`config.mk`:
```
export PLATFORM = sky130hd
export DESIGN_NAME = texture_cache_slot_lookup_top_flat
export DESIGN_NICKNAME = d
export VERILOG_FILES = /design/src/sv/tcsl_pkg.sv /design/src/sv/tcsl_if.sv /design/src/sv/tcsl_ctrl.sv /design/src/sv/tcsl_dp.sv /design/src/sv/texture_cache_slot_lookup_top.sv /design/src/flat_wrapper.sv
export SDC_FILE = /design/constraint.sdc
export NUM_CORES = 2
export LEC_CHECK = 0
export ABC_AREA = 1
export BUFFER_PORTS_ARGS = -buffer_cell sky130_fd_sc_hd__buf_2
export CORE_MARGIN = 8
export CORE_UTILIZATION = 57
export DETAILED_ROUTE_END_ITERATION = 7
export PLACE_DENSITY_LB_ADDON = 0.08
export REMOVE_ABC_BUFFERS = 1
export SLEW_MARGIN = 0
export SYNTH_ARGS = -nofsm -noshare
export SYNTH_HDL_FRONTEND = slang
export SYNTH_SLANG_ARGS = --single-unit
```
`constraint.sdc`:
```
create_clock -name clk -period 9.1 [get_ports clk]
set_clock_uncertainty 0.2 [all_clocks]
set_input_delay 0.91 -clock clk [delete_from_list [all_inputs] [get_ports clk]]
set_output_delay 0.91 -clock clk [all_outputs]
set_load 0.05 [all_outputs]
```
`src/sv/tcsl_pkg.sv`:
```
// shared types and constants of the texture cache slot lookup
`timescale 1ns / 1ps

package tcsl_pkg;

    localparam int KIND_W  = 2;
    localparam int SLOT_W  = 4;
    localparam int AGE_W   = 32;

    localparam logic [KIND_W-1:0] KIND_LOOKUP    = 2'd0;
    localparam logic [KIND_W-1:0] KIND_MARK      = 2'd1;
    localparam logic [KIND_W-1:0] KIND_CLEAR_AGE = 2'd2;

    // full descriptor key, compared as one word
    typedef struct packed {
        logic [31:0] source_address;
        logic [2:0]  format;
        logic [1:0]  texel_size;
        logic [9:0]  tex_width;
        logic [9:0]  tex_height;
        logic [11:0] row_stride;
        logic [11:0] start_s;
        logic [11:0] start_t;
        logic [31:0] palette_hash;
        logic [8:0]  palette_count;
    } key_t;

    // controller to datapath
    typedef struct packed {
        logic capture;
        logic rd_en;
        logic cmp_en;
        logic cmp_first;
        logic commit;
    } cmd_t;

    // datapath to controller
    typedef struct packed {
        logic key_eq;
        logic out_free;
    } status_t;

endpackage

```
`src/sv/tcsl_if.sv`:
```
// request and response channel interfaces
`timescale 1ns / 1ps

interface tcsl_req_if import tcsl_pkg::*; ();
    logic              valid;
    logic              ready;
    logic [KIND_W-1:0] kind;
    logic [31:0]       source_address;
    logic [2:0]        format;
    logic [1:0]        texel_size;
    logic [9:0]        tex_width;
    logic [9:0]        tex_height;
    logic [11:0]       row_stride;
    logic [11:0]       start_s;
    logic [11:0]       start_t;
    logic [31:0]       palette_hash;
    logic [8:0]        palette_count;
    logic [3:0]        mark_slot;

    modport source (
        output valid, kind, source_address, format, texel_size, tex_width, tex_height,
               row_stride, start_s, start_t, palette_hash, palette_count, mark_slot,
        input  ready
    );
    modport sink (
        input  valid, kind, source_address, format, texel_size, tex_width, tex_height,
               row_stride, start_s, start_t, palette_hash, palette_count, mark_slot,
        output ready
    );
endinterface

interface tcsl_rsp_if import tcsl_pkg::*; ();
    logic              valid;
    logic              ready;
    logic [SLOT_W-1:0] slot;
    logic              hit;
    logic              key_matched;

    modport source (output valid, slot, hit, key_matched, input ready);
    modport sink   (input valid, slot, hit, key_matched, output ready);
endinterface

```
`src/sv/tcsl_ctrl.sv`:
```
// sequencer for the slot scan and the commit of each request
`timescale 1ns / 1ps

module tcsl_ctrl import tcsl_pkg::*; #(
    parameter int NUM_SLOTS = 16,
    localparam int IDX_W = $clog2(NUM_SLOTS),
    localparam int CNT_W = $clog2(NUM_SLOTS + 1)
) (
    input  logic              clk,
    input  logic              rst_n,
    input  logic              req_valid,
    input  logic [KIND_W-1:0] req_kind,
    output logic              req_ready,
    output cmd_t              cmd,
    output logic [IDX_W-1:0]  rd_addr,
    output logic [IDX_W-1:0]  cmp_idx,
    input  status_t           status
);

    typedef enum logic [1:0] {
        ST_IDLE,
        ST_SCAN,
        ST_FINISH
    } state_t;

    state_t             state_reg;
    state_t             state_next;
    logic [CNT_W-1:0]   rd_cnt_reg;
    logic               cmp_valid_reg;
    logic [IDX_W-1:0]   cmp_idx_reg;
    logic               rd_en;
    logic               last_cmp;
    logic               scan_done;

    always_comb
    begin
        rd_en     = (state_reg == ST_SCAN) && (rd_cnt_reg < CNT_W'(NUM_SLOTS));
        last_cmp  = (cmp_idx_reg == IDX_W'(NUM_SLOTS - 1));
        scan_done = cmp_valid_reg && (status.key_eq || last_cmp);
        rd_addr   = rd_cnt_reg[IDX_W-1:0];
        cmp_idx   = cmp_idx_reg;
        req_ready = (state_reg == ST_IDLE);

        cmd.capture   = (state_reg == ST_IDLE) && req_valid;
        cmd.rd_en     = rd_en;
        cmd.cmp_en    = (state_reg == ST_SCAN) && cmp_valid_reg;
        cmd.cmp_first = (cmp_idx_reg == '0);
        cmd.commit    = (state_reg == ST_FINISH) && status.out_free;

        state_next = state_reg;
        unique case (state_reg)
            ST_IDLE:
            begin
                if (req_valid)
                begin
                    state_next = (req_kind == KIND_LOOKUP) ? ST_SCAN : ST_FINISH;
                end
            end
            ST_SCAN:
            begin
                if (scan_done)
                begin
                    state_next = ST_FINISH;
                end
            end
            ST_FINISH:
            begin
                if (status.out_free)
                begin
                    state_next = ST_IDLE;
                end
            end
            default:
            begin
                state_next = ST_IDLE;
            end
        endcase
    end

    always_ff @(posedge clk or negedge rst_n)
    begin
        if (!rst_n)
        begin
            state_reg     <= ST_IDLE;
            rd_cnt_reg    <= '0;
            cmp_valid_reg <= 1'b0;
            cmp_idx_reg   <= '0;
        end
        else
        begin
            state_reg <= state_next;
            unique case (state_reg)
                ST_IDLE:
                begin
                    rd_cnt_reg    <= '0;
                    cmp_valid_reg <= 1'b0;
                end
                ST_SCAN:
                begin
                    if (scan_done)
                    begin
                        cmp_valid_reg <= 1'b0;
                    end
                    else
                    begin
                        cmp_valid_reg <= rd_en;
                        cmp_idx_reg   <= rd_addr;
                        if (rd_en)
                        begin
                            rd_cnt_reg <= rd_cnt_reg + CNT_W'(1);
                        end
                    end
                end
                ST_FINISH:
                begin
                    cmp_valid_reg <= 1'b0;
                end
                default:
                begin
                    cmp_valid_reg <= 1'b0;
                end
            endcase
        end
    end

    a_cmp_only_in_scan: assert property (@(posedge clk) disable iff (!rst_n)
        cmp_valid_reg |-> (state_reg == ST_SCAN))
        else $error("compare stage active outside the scan");

    a_cnt_bounded: assert property (@(posedge clk) disable iff (!rst_n)
        rd_cnt_reg <= CNT_W'(NUM_SLOTS))
        else $error("read counter ran past the last slot");

    a_commit_returns_idle: assert property (@(posedge clk) disable iff (!rst_n)
        cmd.commit |=> (state_reg == ST_IDLE))
        else $error("controller did not return to idle after commit");

endmodule

```
`src/sv/tcsl_dp.sv`:
```
// slot storage, key compare, victim tracking, age counter and result register
`timescale 1ns / 1ps

module tcsl_dp import tcsl_pkg::*; #(
    parameter int NUM_SLOTS = 16,
    localparam int IDX_W = $clog2(NUM_SLOTS)
) (
    input  logic              clk,
    input  logic              rst_n,
    input  cmd_t              cmd,
    input  logic [IDX_W-1:0]  rd_addr,
    input  logic [IDX_W-1:0]  cmp_idx,
    output status_t           status,
    input  key_t              req_key,
    input  logic [KIND_W-1:0] req_kind,
    input  logic [3:0]        req_mark,
    input  logic              rsp_ready,
    output logic              rsp_valid,
    output logic [SLOT_W-1:0] rsp_slot,
    output logic              rsp_hit,
    output logic              rsp_key_matched
);

    key_t               key_mem [NUM_SLOTS];
    logic [AGE_W-1:0]   age_mem [NUM_SLOTS];

    logic [NUM_SLOTS-1:0] filled_reg;
    logic [NUM_SLOTS-1:0] conv_valid_reg;
    logic               filled_rd_reg;
    key_t               key_rd_reg;
    logic [AGE_W-1:0]   age_rd_reg;

    key_t               key_reg;
    logic [KIND_W-1:0]  kind_reg;
    logic [3:0]         mark_reg;
    logic               matched_reg;
    logic [IDX_W-1:0]   match_idx_reg;
    logic [IDX_W-1:0]   victim_idx_reg;
    logic [AGE_W-1:0]   victim_age_reg;
    logic [AGE_W-1:0]   age_ctr_reg;

    logic               out_valid_reg;
    logic [SLOT_W-1:0]  slot_reg;
    logic               hit_reg;
    logic               key_matched_reg;

    key_t               key_q;
    logic [AGE_W-1:0]   age_q;
    logic [AGE_W-1:0]   age_stamp;
    logic               is_lookup;
    logic               key_we;
    logic               age_we;
    logic [IDX_W-1:0]   age_waddr;
    logic               mark_ok;
    logic [IDX_W-1:0]   mark_idx;

    // never-written slots read as the all-zero reset entry
    always_comb
    begin
        key_q     = filled_rd_reg ? key_rd_reg : '0;
        age_q     = filled_rd_reg ? age_rd_reg : '0;
        age_stamp = age_ctr_reg + AGE_W'(1);
        is_lookup = (kind_reg == KIND_LOOKUP);
        // a matched slot already holds this key, so rewriting it just marks it filled
        key_we    = cmd.commit && is_lookup;
        age_we    = cmd.commit && is_lookup;
        age_waddr = matched_reg ? match_idx_reg : victim_idx_reg;
        mark_ok   = ({28'd0, mark_reg} < 32'(NUM_SLOTS));
        mark_idx  = IDX_W'(mark_reg);

        status.key_eq   = (key_q == key_reg);
        status.out_free = !out_valid_reg || rsp_ready;

        rsp_valid       = out_valid_reg;
        rsp_slot        = slot_reg;
        rsp_hit         = hit_reg;
        rsp_key_matched = key_matched_reg;
    end

    always_ff @(posedge clk)
    begin
        if (key_we)
        begin
            key_mem[age_waddr] <= key_reg;
        end
        if (age_we)
        begin
            age_mem[age_waddr] <= age_stamp;
        end
        if (cmd.rd_en)
        begin
            key_rd_reg <= key_mem[rd_addr];
            age_rd_reg <= age_mem[rd_addr];
        end
    end

    // request capture, scan bookkeeping and result register
    always_ff @(posedge clk)
    begin
        if (cmd.capture)
        begin
            key_reg  <= req_key;
            kind_reg <= req_kind;
            mark_reg <= req_mark;
        end
        if (cmd.cmp_en)
        begin
            if (status.key_eq)
            begin
                match_idx_reg <= cmp_idx;
            end
            if (cmd.cmp_first || key_q.source_address == '0 || age_q < victim_age_reg)
            begin
                victim_idx_reg <= cmp_idx;
                victim_age_reg <= age_q;
            end
        end
        if (cmd.commit)
        begin
            if (is_lookup && matched_reg)
            begin
                slot_reg        <= SLOT_W'(match_idx_reg);
                hit_reg         <= conv_valid_reg[match_idx_reg];
                key_matched_reg <= 1'b1;
            end
            else if (is_lookup)
            begin
                slot_reg        <= SLOT_W'(victim_idx_reg);
                hit_reg         <= 1'b0;
                key_matched_reg <= 1'b0;
            end
            else
            begin
                slot_reg        <= '0;
                hit_reg         <= 1'b0;
                key_matched_reg <= 1'b0;
            end
        end
    end

    always_ff @(posedge clk or negedge rst_n)
    begin
        if (!rst_n)
        begin
            filled_reg     <= '0;
            conv_valid_reg <= '0;
            filled_rd_reg  <= 1'b0;
            matched_reg    <= 1'b0;
            age_ctr_reg    <= '0;
            out_valid_reg  <= 1'b0;
        end
        else
        begin
            if (cmd.rd_en)
            begin
                filled_rd_reg <= filled_reg[rd_addr];
            end
            if (cmd.capture)
            begin
                matched_reg <= 1'b0;
            end
            else if (cmd.cmp_en && status.key_eq)
            begin
                matched_reg <= 1'b1;
            end
            if (cmd.commit)
            begin
                out_valid_reg <= 1'b1;
                unique case (kind_reg)
                    KIND_LOOKUP:
                    begin
                        age_ctr_reg           <= age_stamp;
                        filled_reg[age_waddr] <= 1'b1;
                        if (!matched_reg)
                        begin
                            conv_valid_reg[victim_idx_reg] <= 1'b0;
                        end
                    end
                    KIND_MARK:
                    begin
                        if (mark_ok)
                        begin
                            conv_valid_reg[mark_idx] <= 1'b1;
                        end
                    end
                    KIND_CLEAR_AGE:
                    begin
                        age_ctr_reg <= '0;
                    end
                    default:
                    begin
                    end
                endcase
            end
            else if (rsp_ready)
            begin
                out_valid_reg <= 1'b0;
            end
        end
    end

    a_hit_needs_match: assert property (@(posedge clk) disable iff (!rst_n)
        out_valid_reg |-> (!hit_reg || key_matched_reg))
        else $error("hit reported without a key match");

    a_lookup_stamps: assert property (@(posedge clk) disable iff (!rst_n)
        (cmd.commit && kind_reg == KIND_LOOKUP) |=>
            (age_ctr_reg == $past(age_ctr_reg) + AGE_W'(1)))
        else $error("lookup did not advance the age counter");

    a_other_zero: assert property (@(posedge clk) disable iff (!rst_n)
        (cmd.commit && kind_reg != KIND_LOOKUP) |=>
            (slot_reg == '0 && !hit_reg && !key_matched_reg))
        else $error("non-lookup transfer carried a nonzero result");

endmodule

```
`src/sv/texture_cache_slot_lookup_top.sv`:
```
// top level of the texture descriptor cache slot lookup
`timescale 1ns / 1ps

// fully associative cache of NUM_SLOTS texture descriptors with age-stamp lru
// req channel: one transfer per operation; kind selects lookup, mark a slot
//   converted, or clear the age counter; mark_slot is used by the mark only
// rsp channel: one transfer per request, giving slot, hit and key_matched;
//   operations other than a lookup return all zero
// a lookup scans the slots one per cycle through the key and age memories,
//   stopping at the first key match; on a miss the oldest slot (or the last
//   slot holding a zero source address) is rewritten and left unconverted
// a lookup goes from idle through the scan to the finish state, where its result
//   is committed to the output register; other kinds go from idle straight to finish
// requests are handled one at a time, and a missing lookup scans every slot,
//   paced by the single memory read port
// reset clears the age counter and all fill and converted flags at once, so
//   every slot reads as an all-zero entry and no clearing pass is needed
// a stalled rsp holds the result in the output register; the next request
//   is still taken and scanned, and waits to commit until that register frees

module texture_cache_slot_lookup_top import tcsl_pkg::*; #(
    parameter int NUM_SLOTS = 16
) (
    input  logic          clk,
    input  logic          rst_n,
    tcsl_req_if.sink      req,
    tcsl_rsp_if.source    rsp
);

    localparam int IDX_W = $clog2(NUM_SLOTS);

    cmd_t             cmd;
    status_t          status;
    logic [IDX_W-1:0] rd_addr;
    logic [IDX_W-1:0] cmp_idx;
    key_t             req_key;

    // pack the request fields into the compare key
    always_comb
    begin
        req_key.source_address = req.source_address;
        req_key.format         = req.format;
        req_key.texel_size     = req.texel_size;
        req_key.tex_width      = req.tex_width;
        req_key.tex_height     = req.tex_height;
        req_key.row_stride     = req.row_stride;
        req_key.start_s        = req.start_s;
        req_key.start_t        = req.start_t;
        req_key.palette_hash   = req.palette_hash;
        req_key.palette_count  = req.palette_count;
    end

    // scan sequencer
    tcsl_ctrl #(
        .NUM_SLOTS (NUM_SLOTS)
    ) u_ctrl (
        .clk       (clk),
        .rst_n     (rst_n),
        .req_valid (req.valid),
        .req_kind  (req.kind),
        .req_ready (req.ready),
        .cmd       (cmd),
        .rd_addr   (rd_addr),
        .cmp_idx   (cmp_idx),
        .status    (status)
    );

    // storage, compare and result register
    tcsl_dp #(
        .NUM_SLOTS (NUM_SLOTS)
    ) u_dp (
        .clk             (clk),
        .rst_n           (rst_n),
        .cmd             (cmd),
        .rd_addr         (rd_addr),
        .cmp_idx         (cmp_idx),
        .status          (status),
        .req_key         (req_key),
        .req_kind        (req.kind),
        .req_mark        (req.mark_slot),
        .rsp_ready       (rsp.ready),
        .rsp_valid       (rsp.valid),
        .rsp_slot        (rsp.slot),
        .rsp_hit         (rsp.hit),
        .rsp_key_matched (rsp.key_matched)
    );

endmodule
```
`src/flat_wrapper.sv`:
```
// flat-port wrapper written by rule: the top's interface ports become plain ports
module texture_cache_slot_lookup_top_flat import tcsl_pkg::*;
#(
    parameter int NUM_SLOTS = 16
)
  (clk, rst_n, req_valid, req_kind, req_source_address, req_format, req_texel_size, req_tex_width, req_tex_height, req_row_stride, req_start_s, req_start_t, req_palette_hash, req_palette_count, req_mark_slot, req_ready, rsp_valid, rsp_slot, rsp_hit, rsp_key_matched, rsp_ready);
  tcsl_req_if req_i ();
  tcsl_rsp_if rsp_i ();
  input  logic clk;
  input  logic rst_n;
  input wire logic [$bits(req_i.valid)-1:0] req_valid;
  input wire logic [$bits(req_i.kind)-1:0] req_kind;
  input wire logic [$bits(req_i.source_address)-1:0] req_source_address;
  input wire logic [$bits(req_i.format)-1:0] req_format;
  input wire logic [$bits(req_i.texel_size)-1:0] req_texel_size;
  input wire logic [$bits(req_i.tex_width)-1:0] req_tex_width;
  input wire logic [$bits(req_i.tex_height)-1:0] req_tex_height;
  input wire logic [$bits(req_i.row_stride)-1:0] req_row_stride;
  input wire logic [$bits(req_i.start_s)-1:0] req_start_s;
  input wire logic [$bits(req_i.start_t)-1:0] req_start_t;
  input wire logic [$bits(req_i.palette_hash)-1:0] req_palette_hash;
  input wire logic [$bits(req_i.palette_count)-1:0] req_palette_count;
  input wire logic [$bits(req_i.mark_slot)-1:0] req_mark_slot;
  output wire logic [$bits(req_i.ready)-1:0] req_ready;
  output wire logic [$bits(rsp_i.valid)-1:0] rsp_valid;
  output wire logic [$bits(rsp_i.slot)-1:0] rsp_slot;
  output wire logic [$bits(rsp_i.hit)-1:0] rsp_hit;
  output wire logic [$bits(rsp_i.key_matched)-1:0] rsp_key_matched;
  input wire logic [$bits(rsp_i.ready)-1:0] rsp_ready;
  assign req_i.valid = req_valid;
  assign req_i.kind = req_kind;
  assign req_i.source_address = req_source_address;
  assign req_i.format = req_format;
  assign req_i.texel_size = req_texel_size;
  assign req_i.tex_width = req_tex_width;
  assign req_i.tex_height = req_tex_height;
  assign req_i.row_stride = req_row_stride;
  assign req_i.start_s = req_start_s;
  assign req_i.start_t = req_start_t;
  assign req_i.palette_hash = req_palette_hash;
  assign req_i.palette_count = req_palette_count;
  assign req_i.mark_slot = req_mark_slot;
  assign req_ready = req_i.ready;
  assign rsp_valid = rsp_i.valid;
  assign rsp_slot = rsp_i.slot;
  assign rsp_hit = rsp_i.hit;
  assign rsp_key_matched = rsp_i.key_matched;
  assign rsp_i.ready = rsp_ready;
  texture_cache_slot_lookup_top #(.NUM_SLOTS(NUM_SLOTS)) u_core (.clk(clk), .rst_n(rst_n), .req(req_i), .rsp(rsp_i));
endmodule
```
======== Word level (Yosys, flattened, before mapping) ========
Memories as Yosys holds them, arrays and structs flattened. A register that Yosys moved wholly into a read port is not among the register bits.
Cells that the tools add are included.
word-level totals
  register bits ........................... 265
  RAM bits ................................ 2656
  input bits .............................. 144
  output and inout port bits .............. 8
  logic and storage cells ................. 128
  memories kept ........................... 2
memory list
  name                 words  bits a word  rd ports  clocked after Yosys merged registers in  wr ports  RTL line       RTL
  u_core.u_dp.key_mem  16     134          1         1                                        1         tcsl_dp.sv:24  key_t key_mem [NUM_SLOTS];
  u_core.u_dp.age_mem  16     32           1         1                                        1         tcsl_dp.sv:25  logic [AGE_W-1:0] age_mem [NUM_SLOTS];
cells by class
  add/subtract/negate cells ............... 2
  $lt $le $gt $ge ......................... 10
  equality and inequality tests ........... 12
  multiplexer cells ....................... 35
  bitwise operators ....................... 5
  reductions and logical operators ........ 34
operator list
  operator                 number
  $eq A134 B134 Y1         1
  $mux W134                1
  $pmux W32 S2             1
  $add A32 B1 Y32 const B  1
  $logic_not A32 Y1        1
  $lt A32 B32 Y1           1
  $mux W32                 1
  $or A16 B16 Y16          2
  $pmux W16 S2             1
  $lt A4 B5 Y1 const B     5
  $and A16 B16 Y16         1
  $mux W16                 1
  $not A16 Y16             1
  $mux W1                  14
  $demux W1 S4             3
  $ge A4 B1 Y1 const B     3
  $mux W4                  3
  $ne A2 B2 Y1 const B     6
  $logic_and A1 B1 Y1      11
  $mux W5                  2
  $pmux W5 S2              1
  $reduce_and A2 Y1        5
  $reduce_bool A2 Y1       5
  $reduce_and A3 Y1        3
  other kinds (13)         24

======== Longest topological paths before layout ========
  depth after elaboration ................. 8
  mapped depth ............................ 18
  mapped depth without buffers ............ 17

======== Hierarchy ========
From an unflattened synthesis, not the netlist that was laid out.
unflattened totals
  cell total of the unflattened synthesis .. 8926
  area, all modules ....................... 120890.9 um2
by module, submodules not included
  module     times used  cells each  area an instance (um2)  sequential area each (um2)
  tcsl_dp    1           8840        120205.3                92003.2
  tcsl_ctrl  1           86          685.7                   300.3

======== Least setup slack after synthesis ========
No wires, ideal clock.
  path kind ............................... in2reg
  from .................................... input port rsp_ready
  to ...................................... register u_core.u_dp.filled_reg[13]
  setup time .............................. 0.110 ns
  arrival ................................. 9.600 ns
  required time ........................... 8.790 ns
  slack ................................... -0.810 ns
  stages .................................. 9
  path buffers ............................ 0
  cell sequence ........................... nor2_1 nor2_1 inv_1 nor2_1 inv_1 nor2_1 nand2_1 nor2_1 or2_2
RTL lines
  item                           RTL line            RTL
  start, declared                flat_wrapper.sv:29  input wire logic [$bits(rsp_i.ready)-1:0] rsp_ready;
  end signal, assigned           tcsl_dp.sv:145      filled_reg <= '0;
  end signal, assigned by index  tcsl_dp.sv:173      filled_reg[age_waddr] <= 1'b1;
  end, declared                  tcsl_dp.sv:27       logic [NUM_SLOTS-1:0] filled_reg;

==> impl_metrics.json <==
{
  "result_of_the_run": "finished clean",
  "clock_tree.buffer_depth": 4,
  "area_used_by_multi_input_combinational_logic_mm2": 0.0239,
  "commonest_cells_post_synth": "sky130_fd_sc_hd__edfxtp_1 (3008), sky130_fd_sc_hd__o21ai_0 (1180), sky130_fd_sc_hd__nor2_1 (955)",
  "largest_registers": "u_core.u_dp.key_mem (2144), u_core.u_dp.age_mem (512)",
  "hold_depth": 1,
  "hold_buffers": 134,
  "synth_largest_type_area_fraction_pct": 75.9,
  "tns_ns": 0,
  "largest_register": "u_core.u_dp.key_mem",
  "synth-seq-cells": 3087,
  "grt_use_total_pct": 27.7,
  "fill_cells": 15000,
  "fp.dieArea_mm2": 0.224,
  "die_width_um": 473,
  "timing.final.setup_violations": 0,
  "critical-path-top-delay-family": "simple AND/OR/NAND/NOR gates",
  "leakage_power_figure_nw": 44.3,
  "yosys.area_share.simple_pct": 6.41,
  "internal_power_w": 0.0259,
  "synth_top_cells_by_area": "sky130_fd_sc_hd__edfxtp_1 (76%), sky130_fd_sc_hd__o21ai_0 (5.0%), sky130_fd_sc_hd__nor2_1 (3.0%)",
  "worstSetupEndpointType": "register",
  "tightest_slew_ns": 1.15,
  "layout.cell_area.non_filler_mm2": 0.134,
  "critical_path_required_ns": 9.43,
  "worstReg2RegEnd": "u_core.u_dp.key_mem[0][44]",
  "number_of_rows_in_the_core_area": 167,
  "clk_pin_slew_worst_paths_ns": 0.06,
  "yosys.area_share.xor_xnor_pct": 0.670,
  "place_inst": 11000,
  "grt_max_degree": 174,
  "timing_max_transition_violations_final": 0,
  "timing.hold.worst_endpoint": "u_core.u_dp.key_reg[41]",
  "final-hold-violation-count": 0,
  "initial_util_pct": 57.4,
  "die_h_um": 473,
  "yosysMostFrequentCell": "sky130_fd_sc_hd__edfxtp_1",
  "slew_headroom_pct": 23.1,
  "globalplace.congestion": 0.821,
  "placement.cell_area_mm2": 0.123,
  "cts_tree": "yes",
  "preCtsSetupSlack_ns": 3.66,
  "layout_setup_ws_ns": 4.04,
  "worst-setup-path-type": "reg -> reg",
  "slowest_stage": "sky130_fd_sc_hd__nor2_4",
  "worst_min_delay_path_class": "in -> reg",
  "netlist_area_mm2": 0.119,
  "largest_reg_flops": 2144,
  "place.detailed.hpwl_um": 154000,
  "power.share.clock_pct": 34.1,
  "wire_per_inst_um": 27.2,
  "met2_usage_pct": 45.3,
  "reg2reg_setup_slack_ns": 4.04,
  "post_synth_inst_count": 8517,
  "layout-area-overhead-vs-synth_pct": 12.4,
  "synth.distinct_cells": 42,
  "postCtsSetupRepairBufs": 0,
  "period_needed_ns": 5.06,
  "post_layout_nonfiller_instances": 11700,
  "synth_top_area_cell": "sky130_fd_sc_hd__edfxtp_1",
  "synth_enable_flop_cells": 3008,
  "synthesis.area_per_instance_um2": 14.0,
  "layout-drive-gt1-share_pct": 8.43,
  "worst_r2r_path_depth": 12,
  "grt_pass1_vias": 71800,
  "p_sw_w": 0.0105,
  "power-per-cell-area_mw_per_mm2": 273,
  "cts_inserted_buffers": 321,
  "cp-start-kind": "register",
  "synthFlopType": "sky130_fd_sc_hd__edfxtp_1",
  "grt_pass1_wl_um": 471000,
  "synthMuxAreaShare_pct": 0,
  "first_iter_violations": 9322,
  "worstHoldStart": "req_start_t[0]",
  "layout_worst_path_cycle_share_pct": 55.6,
  "cts_num_sinks": 3087,
  "arrival_ns": 5.39,
  "pin_count": 152,
  "finalNetCount": 8882,
  "timing.critical_path.slowest_cell_delay_ns": 0.98,
  "use_met1_pct": 39.8,
  "switching_share_pct": 28.9,
  "area.sequential_mm2": 0.0923,
  "global_route.peak_usage_layer": "met2",
  "cp.buffers_inverters": 6,
  "complex_gate_fraction_of_the_synthesized_area_pct": 12.5,
  "synth_adder_area_share_pct": 0.347,
  "post_drt_via_cell_ratio": 6.33,
  "grt.met3_usage_pct": 3.89,
  "globalRouteOverflowTotal": 0,
  "max_freq_mhz": 198,
  "totalPowerFinal_w": 0.0365,
  "dominant_combinational_cell_family_by_area_after_synthesis": "compound AO/OA/AOI/OAI gates",
  "port_buffers": 151,
  "worstSetupStartpoint": "u_core.u_ctrl.state_reg[1]",
  "pwr-share-comb_pct": 17.1,
  "route.final.wire_length_um": 320000,
  "vias": 74200,
  "ctsResizeCount": 0,
  "async_flop_share_pct": 2.56,
  "grt_setup_unrepaired": "false",
  "detail_route.drc_violations": 0,
  "count_of_nets_left_with_antenna_violations_after_detail_routing": 0,
  "clock_latency_ns": 0.92,
  "ys_warn_count": 0,
  "cp_max_fo": 102,
  "r2r_start": "u_core.u_ctrl.state_reg[1]",
  "firstDrtPassIters": 5,
  "timing.max_cap.violations": 0,
  "synth_sequential_area_ratio_pct": 77.6,
  "p_seq_share_pct": 48.9,
  "cts.htree.levels": 5,
  "antenna_violations_before_repair": 12,
  "worstPathCellList": "inv_1 -> nor2_1 -> inv_1 -> nor2_1 -> inv_1 -> nor2_1 -> buf_4 -> inv_1 -> nor2_1 -> nand2_1 -> nor2_4 -> buf_12",
  "fp.coreArea_mm2": 0.207,
  "vdd_drop_max_uv": 269,
  "cts-root-buf": "sky130_fd_sc_hd__clkbuf_16"
}
-- power groups by stage --
stage / Sequential, W / Clock, W / Combinational (W)
2_1_floorplan: 0.0183 / 0 / 0.00374
3_3_place_gp: 0.0181 / 0 / 0.00601
3_5_place_dp: 0.0181 / 0 / 0.00612
4_1_cts: 0.0178 / 0.0126 / 0.00620
5_1_grt: 0.0179 / 0.0131 / 0.00683
6_report: 0.0178 / 0.0124 / 0.00622
-- through the flow --
stage / util, % / hold slack, ns
floorplan: - / 0.227
detailed placement: 59.2 / 0.251
global route: 64.5 / 0.00495
CTS: 64.5 / 0.000724
global placement: 59.2 / 0.247
finish: 64.5 / 0.0444
-- worst max path at each step --
| stage | slack (ns) | depth (start not counted) | endpoint |
|---|---|---|---|
| 4_1_cts | 4.09 | 12 | u_core.u_dp.key_mem[0][44] |
| 3_3_place_gp | 3.66 | 11 | u_core.u_dp.key_mem[0][117] |
| 2_1_floorplan | -44.58 | 6 | u_core.u_dp.filled_rd_reg |
| 3_5_place_dp | 3.66 | 11 | u_core.u_dp.key_mem[0][44] |
| 5_1_grt | 3.76 | 12 | u_core.u_dp.key_mem[0][44] |
| 6_report | 4.04 | 12 | u_core.u_dp.key_mem[0][44] |
-- layout by cell type, fill, tap and decap left out, types with 24 or more instances in the layout --
cell	synthesis	final
sky130_fd_sc_hd__nand3_1	89	89
sky130_fd_sc_hd__clkbuf_1	468	69
sky130_fd_sc_hd__nor3_1	24	24
sky130_fd_sc_hd__buf_4	9	104
sky130_fd_sc_hd__nand3b_1	29	29
sky130_fd_sc_hd__dfrtp_1	79	74
sky130_fd_sc_hd__clkinv_1	2	66
sky130_fd_sc_hd__a21oi_1	714	713
sky130_fd_sc_hd__dlygate4sd3_1	0	135
sky130_fd_sc_hd__o22ai_1	356	356
sky130_fd_sc_hd__nand4_1	24	24
sky130_fd_sc_hd__clkinv_2	0	52
sky130_fd_sc_hd__nand2_1	765	763
sky130_fd_sc_hd__o21ai_0	1180	1180
sky130_fd_sc_hd__edfxtp_1	3008	3008
sky130_fd_sc_hd__clkbuf_16	0	331
sky130_fd_sc_hd__nor2_1	955	936
sky130_fd_sc_hd__inv_1	219	218
sky130_fd_sc_hd__xnor2_1	59	59
sky130_fd_sc_hd__buf_12	0	28
sky130_fd_sc_hd__ha_1	33	33
sky130_fd_sc_hd__o221ai_1	341	341
sky130_fd_sc_hd__xor2_1	32	31
sky130_fd_sc_hd__buf_2	53	150
-- final cells by class --
| type | instances | area share [%] |
|---|---|---|
| multi-input cells | 4656 | 17.8 |
| flip-flops and latches | 3087 | 69.0 |
| inverters | 222 | 0.645 |
| repair buffers | 417 | 2.57 |
| diodes | 4 | 0.00748 |
| clock inverters | 149 | 0.893 |
| well taps | 2788 | 2.61 |
| clock buffers | 404 | 6.43 |
-- logic make-up (layout without fill, tap and decap cells) --
kind of cell	Yosys count	count (layout)
other cells	0	4
xor+xnor	91	91
simple gates	1920	1920
compound gates	2612	2612
flops	3087	3087
buf+inv	774	1192
fa+ha+maj	33	33
-- layer usage --
metal | wire length [um] | vias to the layer above
met2 | 153000 | 3527
met1 | 132000 | 37700
met4 | 8270 | 2
met5 | 8 | -
met3 | 25700 | 527
li1 | - | 32500
(Power assumes the default switching activity.)
